<file path="src/lpe_pkg.sv">
`default_nettype none

package lpe_pkg;

    // field widths
    localparam int SAMPLE_W = 12;
    localparam int POS_W    = 6;
    localparam int SCALED_W = 11;   // floor(4095*10/33) = 1240
    localparam int WEIGHT_W = 6;    // 7*5 = 35
    localparam int SUM_W    = 18;   // weighted sum up to 173600
    localparam int TOT_W    = 14;   // weight total up to 9920
    localparam int NUM_SENS = 8;

    // register file
    localparam int PADDR_W  = 3;
    localparam int PDATA_W  = 32;
    localparam logic [0:0] REG_LINE_THR  = 1'b0;
    localparam logic [0:0] REG_NOISE_THR = 1'b1;
    localparam logic [SAMPLE_W-1:0] LINE_THR_RST  = 12'd2000;
    localparam logic [SAMPLE_W-1:0] NOISE_THR_RST = 12'd600;

    // s*10/33 as a reciprocal multiply: floor(s * 10 * ceil(2^21/33) / 2^21)
    localparam int SCALE_SHIFT = 21;
    localparam int PROD_W      = 32;
    localparam logic [19:0] SCALE_MUL = 20'd635510;

    // fallback positions
    localparam logic [POS_W-1:0] CENTER_MARK = 6'd17;
    localparam logic [POS_W-1:0] RIGHT_EDGE  = 6'd40;
    localparam logic [POS_W-1:0] LEFT_EDGE   = 6'd0;

    typedef struct packed {
        logic [SAMPLE_W-1:0] sample_0;
        logic [SAMPLE_W-1:0] sample_1;
        logic [SAMPLE_W-1:0] sample_2;
        logic [SAMPLE_W-1:0] sample_3;
        logic [SAMPLE_W-1:0] sample_4;
        logic [SAMPLE_W-1:0] sample_5;
        logic [SAMPLE_W-1:0] sample_6;
        logic [SAMPLE_W-1:0] sample_7;
    } t_in_beat;

    typedef struct packed {
        logic [POS_W-1:0] position;
        logic             on_line;
    } t_out_beat;

    // divider request and status
    typedef struct packed {
        logic             start;
        logic [SUM_W-1:0] dividend;
        logic [TOT_W-1:0] divisor;
    } t_div_ctl;

    typedef struct packed {
        logic             done;
        logic [POS_W-1:0] quot;
    } t_div_stat;

endpackage

`default_nettype wire

</file>
<file path="src/lpe_div.sv">
`default_nettype none

// Restoring divider, one quotient bit per cycle. The quotient is known to
// fit in POS_W bits, so only that many steps are run.
module lpe_div (
    input  wire logic             i_clk,
    input  wire logic             i_rst_n,
    input  wire lpe_pkg::t_div_ctl i_ctl,
    output lpe_pkg::t_div_stat     o_stat
);
    import lpe_pkg::*;

    localparam int BIT_W = $clog2(POS_W);
    localparam int CMP_W = SUM_W + 2;

    logic             r_busy;
    logic             r_done;
    logic [BIT_W-1:0] r_bit;
    logic [SUM_W-1:0] r_rem;
    logic [TOT_W-1:0] r_div;
    logic [POS_W-1:0] r_quot;

    logic [CMP_W-1:0] cand;
    logic [CMP_W-1:0] rem_ext;
    logic [CMP_W-1:0] diff;
    logic             ge;

    // trial subtract of the shifted divisor
    always_comb begin
        cand    = {{(CMP_W-TOT_W){1'b0}}, r_div} << r_bit;
        rem_ext = {{(CMP_W-SUM_W){1'b0}}, r_rem};
        diff    = rem_ext - cand;
        ge      = (rem_ext >= cand);
    end

    // control
    always_ff @(posedge i_clk) begin
        if (!i_rst_n) begin
            r_busy <= 1'b0;
            r_done <= 1'b0;
            r_bit  <= '0;
        end else begin
            r_done <= 1'b0;
            if (i_ctl.start) begin
                r_busy <= 1'b1;
                r_bit  <= BIT_W'(POS_W - 1);
            end else if (r_busy) begin
                if (r_bit == '0) begin
                    r_busy <= 1'b0;
                    r_done <= 1'b1;
                end else begin
                    r_bit <= r_bit - 1'b1;
                end
            end
        end
    end

    // datapath
    always_ff @(posedge i_clk) begin
        if (i_ctl.start) begin
            r_rem  <= i_ctl.dividend;
            r_div  <= i_ctl.divisor;
            r_quot <= '0;
        end else if (r_busy) begin
            if (ge) begin
                r_rem <= diff[SUM_W-1:0];
            end
            r_quot[r_bit] <= ge;
        end
    end

    assign o_stat.done = r_done;
    assign o_stat.quot = r_quot;

endmodule

`default_nettype wire

</file>
<file path="src/line_position_estimator.sv">
`default_nettype none

// Channel   Direction  Handshake                 Payload
// in        sink       i_in_valid / o_in_stall   i_in_beat  (t_in_beat)
// out       source     o_out_valid / i_out_stall o_out_beat (t_out_beat)
// cfg       APB slave  psel penable pwrite pready paddr pwdata prdata
//
// A frame passes from accept to result through the shared scale/weight accumulator
// (one sensor per cycle plus a pipeline flush), a check, the restoring divider
// (6 steps and a done cycle) and the load of the output register; the divide
// is skipped when the weight total is zero. The input is stalled while a frame
// is in work, so no new frame is taken until the last is in the output register;
// the output register holds one result, so the next frame is taken while it waits.
// Reset is synchronous and active low; it restores both thresholds and
// clears the last position.
module line_position_estimator (
    input  wire logic                   i_clk,
    input  wire logic                   i_rst_n,
    // input frames
    input  wire logic                   i_in_valid,
    output logic                        o_in_stall,
    input  wire lpe_pkg::t_in_beat      i_in_beat,
    // results
    output logic                        o_out_valid,
    input  wire logic                   i_out_stall,
    output lpe_pkg::t_out_beat          o_out_beat,
    // config
    input  wire logic                   psel,
    input  wire logic                   penable,
    input  wire logic                   pwrite,
    input  wire logic [lpe_pkg::PADDR_W-1:0] paddr,
    input  wire logic [lpe_pkg::PDATA_W-1:0] pwdata,
    output logic [lpe_pkg::PDATA_W-1:0] prdata,
    output logic                        pready
);
    import lpe_pkg::*;

    localparam logic [2:0] S_IDLE = 3'd0;
    localparam logic [2:0] S_ACC  = 3'd1;
    localparam logic [2:0] S_CHK  = 3'd2;
    localparam logic [2:0] S_DIV  = 3'd3;
    localparam logic [2:0] S_FIN  = 3'd4;

    localparam int CNT_W = $clog2(NUM_SENS) + 1;
    localparam int IDX_W = $clog2(NUM_SENS);

    logic [2:0]          r_state;
    logic [CNT_W-1:0]    r_cnt;
    t_in_beat            r_samp;
    logic                r_seen;
    logic [SCALED_W-1:0] r_sc;
    logic [WEIGHT_W-1:0] r_wt;
    logic [SUM_W-1:0]    r_sum;
    logic [TOT_W-1:0]    r_tot;
    logic [POS_W-1:0]    r_pos;
    logic [POS_W-1:0]    r_last;
    logic [SAMPLE_W-1:0] r_line_thr;
    logic [SAMPLE_W-1:0] r_noise_thr;
    logic                r_out_valid;
    t_out_beat           r_out;

    logic                in_acc;
    logic                out_free;
    logic                cfg_wr;
    logic [IDX_W-1:0]    idx;
    logic                in_range;
    logic [SAMPLE_W-1:0] cur;
    logic [PROD_W-1:0]   prod;
    logic [SCALED_W-1:0] scaled;
    logic [WEIGHT_W-1:0] weight;
    logic [SCALED_W+WEIGHT_W-1:0] wprod;
    logic [POS_W-1:0]    fallback;
    t_div_ctl            div_ctl;
    t_div_stat           div_stat;

    assign in_acc   = i_in_valid && !o_in_stall;
    assign out_free = !r_out_valid || !i_out_stall;
    assign cfg_wr   = psel && penable && pwrite && pready;

    // sensor select
    assign idx      = r_cnt[IDX_W-1:0];
    assign in_range = (r_cnt < CNT_W'(NUM_SENS));
    always_comb begin
        case (idx)
            3'd0:    cur = r_samp.sample_0;
            3'd1:    cur = r_samp.sample_1;
            3'd2:    cur = r_samp.sample_2;
            3'd3:    cur = r_samp.sample_3;
            3'd4:    cur = r_samp.sample_4;
            3'd5:    cur = r_samp.sample_5;
            3'd6:    cur = r_samp.sample_6;
            default: cur = r_samp.sample_7;
        endcase
    end

    // scale by 10/33 via reciprocal, weight = index*5
    assign prod   = PROD_W'(cur) * PROD_W'(SCALE_MUL);
    assign scaled = prod[SCALE_SHIFT +: SCALED_W];
    assign weight = {1'b0, idx, 2'b00} + WEIGHT_W'(idx);
    assign wprod  = (SCALED_W+WEIGHT_W)'(r_sc) * (SCALED_W+WEIGHT_W)'(r_wt);

    // position when the weight total is zero
    always_comb begin
        if (r_seen) begin
            fallback = r_last;
        end else if (r_last < CENTER_MARK) begin
            fallback = LEFT_EDGE;
        end else begin
            fallback = RIGHT_EDGE;
        end
    end

    assign div_ctl.start    = (r_state == S_CHK) && (r_tot != '0);
    assign div_ctl.dividend = r_sum;
    assign div_ctl.divisor  = r_tot;

    lpe_div u_div (
        .i_clk   (i_clk),
        .i_rst_n (i_rst_n),
        .i_ctl   (div_ctl),
        .o_stat  (div_stat)
    );

    // sequencer
    always_ff @(posedge i_clk) begin
        if (!i_rst_n) begin
            r_state     <= S_IDLE;
            r_cnt       <= '0;
            r_last      <= '0;
            r_out_valid <= 1'b0;
        end else begin
            // output beat: load wins over drain
            if ((r_state == S_FIN) && out_free) begin
                r_out_valid <= 1'b1;
            end else if (r_out_valid && !i_out_stall) begin
                r_out_valid <= 1'b0;
            end
            case (r_state)
                S_IDLE: begin
                    if (in_acc) begin
                        r_cnt   <= '0;
                        r_state <= S_ACC;
                    end
                end
                S_ACC: begin
                    r_cnt <= r_cnt + 1'b1;
                    if (r_cnt == CNT_W'(NUM_SENS)) begin
                        r_state <= S_CHK;
                    end
                end
                S_CHK: begin
                    r_state <= (r_tot != '0) ? S_DIV : S_FIN;
                end
                S_DIV: begin
                    if (div_stat.done) begin
                        r_state <= S_FIN;
                    end
                end
                S_FIN: begin
                    if (out_free) begin
                        r_last  <= r_pos;
                        r_state <= S_IDLE;
                    end
                end
                default: r_state <= S_IDLE;
            endcase
        end
    end

    // accumulator and result datapath
    always_ff @(posedge i_clk) begin
        case (r_state)
            S_IDLE: begin
                if (in_acc) begin
                    r_samp <= i_in_beat;
                    r_seen <= 1'b0;
                    r_sc   <= '0;
                    r_wt   <= '0;
                    r_sum  <= '0;
                    r_tot  <= '0;
                end
            end
            S_ACC: begin
                if (in_range && (cur > r_line_thr)) begin
                    r_seen <= 1'b1;
                end
                r_sc  <= (in_range && (cur > r_noise_thr)) ? scaled : '0;
                r_wt  <= weight;
                r_sum <= r_sum + SUM_W'(wprod);
                r_tot <= r_tot + TOT_W'(r_sc);
            end
            S_CHK: begin
                r_pos <= fallback;
            end
            S_DIV: begin
                if (div_stat.done) begin
                    r_pos <= div_stat.quot;
                end
            end
            S_FIN: begin
                if (out_free) begin
                    r_out.position <= r_pos;
                    r_out.on_line  <= r_seen;
                end
            end
            default: ;
        endcase
    end

    // config registers
    always_ff @(posedge i_clk) begin
        if (!i_rst_n) begin
            r_line_thr  <= LINE_THR_RST;
            r_noise_thr <= NOISE_THR_RST;
        end else if (cfg_wr) begin
            case (paddr[2])
                REG_LINE_THR:  r_line_thr  <= pwdata[SAMPLE_W-1:0];
                REG_NOISE_THR: r_noise_thr <= pwdata[SAMPLE_W-1:0];
                default: ;
            endcase
        end
    end

    always_comb begin
        case (paddr[2])
            REG_LINE_THR:  prdata = PDATA_W'(r_line_thr);
            REG_NOISE_THR: prdata = PDATA_W'(r_noise_thr);
            default:       prdata = '0;
        endcase
    end

    assign pready      = 1'b1;
    assign o_in_stall  = (r_state != S_IDLE);
    assign o_out_valid = r_out_valid;
    assign o_out_beat  = r_out;

endmodule

`default_nettype wire
</file>
<file path="config.mk">
export PLATFORM = sky130hd
export DESIGN_NAME = line_position_estimator
export DESIGN_NICKNAME = d
export VERILOG_FILES = /design/src/lpe_pkg.sv /design/src/lpe_div.sv /design/src/line_position_estimator.sv
export SDC_FILE = /design/constraint.sdc
export NUM_CORES = 1
export LEC_CHECK = 0
export BUFFER_PORTS_ARGS = -buffer_cell sky130_fd_sc_hd__buf_2
export CORE_ASPECT_RATIO = 1.5
export CORE_MARGIN = 2
export CORE_UTILIZATION = 55
export CTS_BUF_LIST = sky130_fd_sc_hd__clkbuf_8
export DETAILED_ROUTE_END_ITERATION = 10
export PLACE_DENSITY = 0.72
export SYNTH_ARGS = -nofsm -noshare
export SYNTH_HDL_FRONTEND = slang
export SYNTH_SLANG_ARGS = --single-unit
</file>
<file path="constraint.sdc">
create_clock -name i_clk -period 20 [get_ports i_clk]
set_input_delay 4 -clock i_clk [delete_from_list [all_inputs] [get_ports i_clk]]
set_output_delay 4 -clock i_clk [all_outputs]
set_load 0.05 [all_outputs]
</file>
After elaboration in Yosys (flattened, before gate mapping)

Cells that the tools add are included.

Register bits after elaboration: 240
Output and inout port bits: 42
Logic and storage cells: 143

$add $sub $neg: 6
$mul: 2
Magnitude comparators: 7
Equal/unequal tests: 17
Shifts and indexed selects: 1
Muxes and demuxes: 41
Bitwise operators: 4
Reductions and logical operators: 36

Operators with widths:

| operator                                             | number |
|---|---|
| one-hot mux 12 bit (7 select lines)                  | 1 |
| 2-to-1 mux 18 bit                                    | 4 |
| one-hot mux 32 bit (2 select lines)                  | 1 |
| one-hot mux 18 bit (2 select lines)                  | 1 |
| multiplier 12 x 19 -> 31 bit (second input constant) | 1 |
| one-hot mux 14 bit (2 select lines)                  | 1 |
| greater-than comparator 12 bit                       | 2 |
| 2-to-1 mux 3 bit                                     | 8 |
| 2-to-1 mux 6 bit                                     | 4 |
| one-hot mux 6 bit (2 select lines)                   | 2 |
| 2-to-1 mux 11 bit                                    | 2 |
| one-hot mux 11 bit (2 select lines)                  | 1 |
| greater-or-equal comparator 18 x 20 -> 1 bit         | 1 |
| << shifter 14 x 3 -> 20 bit                          | 1 |
| adder 18 x 17 -> 18 bit                              | 1 |
| AND reduction 2 bit                                  | 9 |
| subtractor 18 bit                                    | 1 |
| multiplier 11 x 6 -> 17 bit                          | 1 |
| one-hot mux 3 bit (5 select lines)                   | 1 |
| adder 14 x 11 -> 14 bit                              | 1 |
| 2-to-1 mux 14 bit                                    | 1 |
| nonzero test 14 bit                                  | 1 |
| equality test 3 x 2 -> 1 bit (second input constant) | 4 |
| equality test 3 bit (second input constant)          | 4 |
| other kinds (28)                                     | 60 |

Logic depth before layout (Yosys ltp)

Word-level depth: 6
Mapped depth: 27
Gate-level depth less buffers: 24

Modules after synthesis

From an unflattened synthesis, not the netlist that was laid out.

Cell total of the unflattened synthesis: 1682
Area, all modules: 17788.3 um2

Modules (own cells, without submodules):

| module                  | instances | cells each | area an instance (um2) | seq. area each (um2) |
|---|---|---|---|---|
| line_position_estimator | 1         | 1367       | 14716.6                | 5535.3 |
| lpe_div                 | 1         | 315        | 3071.7                 | 1181.1 |

Least setup slack after synthesis

OpenSTA, ideal clock, no wires.

Path kind: input port to output port
Start: in paddr[2] (netlist bit)
End: out prdata[11] (netlist bit)
Arrival time: 5472 ps
Data required time: 16000 ps
Setup slack: 10528 ps
Stages: 3
Cell sequence: clkbuf_1 clkbuf_1 o21ai_0

Longest elaborated chain between the ends: 2

RTL lines:

| element                               | line                           | RTL |
|---|---|---|
| from (decl)                           | line_position_estimator.sv:31  | `input wire logic [lpe_pkg::PADDR_W-1:0] paddr,` |
| NOT 1 bit (no line)                   | --                             |  |
| one-hot mux 32 bit (2 select lines) * | line_position_estimator.sv:225 | `case (paddr[2])` |
| to (decl)                             | line_position_estimator.sv:33  | `output logic [lpe_pkg::PDATA_W-1:0] prdata,` |

Mark *: on every way between the ends. The rest lies on a longest branch, timed or not. The select of a mux whose other input is x is not followed.

Final worst setup path

Start: in paddr[2] (netlist bit)
End: out prdata[0] (netlist bit)

The elaborated chain is that of the path after synthesis.

==> results.ini <==
[drt]
wl_um=40000
dr.pass1.iters=7
vias_per_cell=5.58
via_count=12700
wl_per_cell_um=17.5
drt-initial-drc-count=707
drcViolationCount=0
final_antenna_net_count=0

[logic_synthesis]
ys_seq_area_share_pct=38.0
synth.avg_cell_area_um2=10.4
yosys-top-cells-count=inv_1 (265), edfxtp_1 (191), nand2_1 (184)
synthDistinctLibCells=68
synth_area_um2=17700
synthCells=1707
async_reset_ff_share_pct=0
yosys_warnings=0
synth_area_leaders=edfxtp_1 (32%), fa_1 (14%), ha_1 (13%)
synth_top_area_cell=edfxtp_1
synth_ff_type=edfxtp_1
synth_edf_count=191
ys_ff_latch=240
synth.most_common_cell=inv_1
synth_top_cell_area_share_pct=32.4

[floorplanning]
die_area_um2=33700
die_h_um=224
start_util_pct=55.8
die_x_um=150
rows=80
fp.coreArea_um2=31700
pin_count=180

[run_status]
outcome=finished clean

[sta]
fin_crit_ns=9.01
worstMarginPinSlew_ns=1.22
skew_ns=0.0285
fin_tns_setup_ns=0
drv_slew=0
finalHoldViolations=0
finalSetupViolCount=0
rsz0062_at_grt=false
fin_crit_sh_pct=45.1
fmax_ghz=0.111
maxSlewHeadroom_pct=18.1

[cts]
clkLatencyLatePin_ns=0.56
post_cts_resized=0
cts_buffers=38
htree_levels=2
clk_pin_slew_ns=0.06
ctsLongestPathBuffers=3
postCtsHoldBufs=0
root_buffer=clkbuf_8
cts.sinks=240
postCtsSetupBuffers=0
tritoncts=done

[final_layout]
areaGrowthSynthToFinish_pct=9.71
fin_nets=2288
num_antenna_cells=0
drive_gt1_share_pct=11.9

[global_route]
grt_util_all_layers_pct=24.5
grt_pass1_wl_um=64700
grt_pass1_vias=13200
grt_overflow_total=0
grt_antenna_before_repair=2
grt_max_degree=97

[critical_path]
critPathRequiredTime_ns=16.00
rr_startpoint=r_cnt[0]
cp_max_fo=26
critPathCaptureType=output port
r2r_setup_slack_ns=12.17
r2r_end=r_sc[10]
path_class=input pin to output port
startpoint=paddr[2]
start_kind=input pin
rr_worst_depth=23
arrival_ns=5.01

[min_path]
min_path_cells=0
hold_class=flop to flop
hold_end=o_out_beat[1]
hold_start=r_pos[0]

[flow_run]
cap_violations=0

[place]
place_hpwl_um=31600
portBuffers=136
place.gp.congestion=0.947

==> cell families after synthesis <==
logic type,after synthesis,synth area share [%]
xor+xnor,46,2.28
flops,240,38.0
mux,27,1.72
fa+ha+maj,310,27.3
compound gates,309,11.9
other cells,2,0.0424
buf+inv,336,7.58
simple gates,437,11.2
==> sequential cells by signal, indices dropped and copies added (netlist names) <==
name,cells
r_tot,14
r_line_thr,12
r_cnt,4
u_div.r_quot,6
u_div.r_done,1
r_state,3
r_wt,6
r_pos,6
r_sc,11
o_out_valid,1
u_div.r_busy,1
r_last,6
r_samp,96
r_sum,18
o_out_beat,7
u_div.r_rem,18
u_div.r_bit,3
r_noise_thr,12
r_seen,1
u_div.r_div,14
==> area by class of cell <==
cell class	instances	area [um2]
Fill cell	2593	12300
Sequential cell	240	6720
Inverter	267	1000
Multi-Input combinational cell	1150	9710
Timing Repair Buffer	143	733
Tap cell	410	513
Clock inverter	26	171
Clock buffer	41	564
==> cell usage in the layout, fill, tap and decap left out, drive strengths merged, types with 17 or more instances in the layout <==
master | synthesis | layout
xor2 | 19 | 19
inv | 266 | 277
nand3 | 27 | 27
buf | 28 | 143
fa | 127 | 127
nor3 | 33 | 33
xnor2 | 27 | 27
dfxtp | 49 | 49
and2 | 21 | 21
a222oi | 21 | 21
nand2 | 184 | 184
nor2 | 90 | 90
a21boi | 21 | 21
edfxtp | 191 | 191
clkbuf | 41 | 41
conb | 2 | 21
nand2b | 19 | 19
o21ai | 56 | 56
nand4 | 17 | 17
mux2i | 18 | 18
ha | 183 | 183
a21o | 27 | 27
a21oi | 87 | 87
==> layer usage <==
metal	wire length, um	share of wire, %	global-route usage, %
met4	1900	4.8	10.9
met3	1850	4.6	3.97
met5	25	0.063	0
met2	21500	54	45.3
met1	14700	37	27.1
==> worst max path at each step <==
stage / cells after the start / slack, ns / to
finish: 3 / 10.99 / prdata[0]
global placement: 3 / 11.01 / prdata[0]
global route: 3 / 10.94 / prdata[0]
floorplan: 3 / 10.53 / prdata[11]
detailed placement: 3 / 11.00 / prdata[0]
CTS: 3 / 11.00 / prdata[0]
==> through the flow <==
stage               hold slack, ns  setup WS, ns  util (%)  instances  instance area (um2)
CTS                          0.448         11.00      61.2       2277                19400
detailed placement           0.435         11.00      58.9       2210                18700
global placement             0.432         11.01      58.9       2210                18700
global route                 0.453         10.94      61.2       2277                19400
finish                       0.451         10.99      61.2       2277                19400
floorplan                    0.426         10.53         -       1726                17800
==> worst max-delay path: stages <==
cell,delay (ns)
buf_2,0.38
mux2_2,0.41
buf_2,0.22
Power is left out: the tool's default activity adds up to more than one toggle a clock period on the data nets, which glitch-free logic cannot reach.
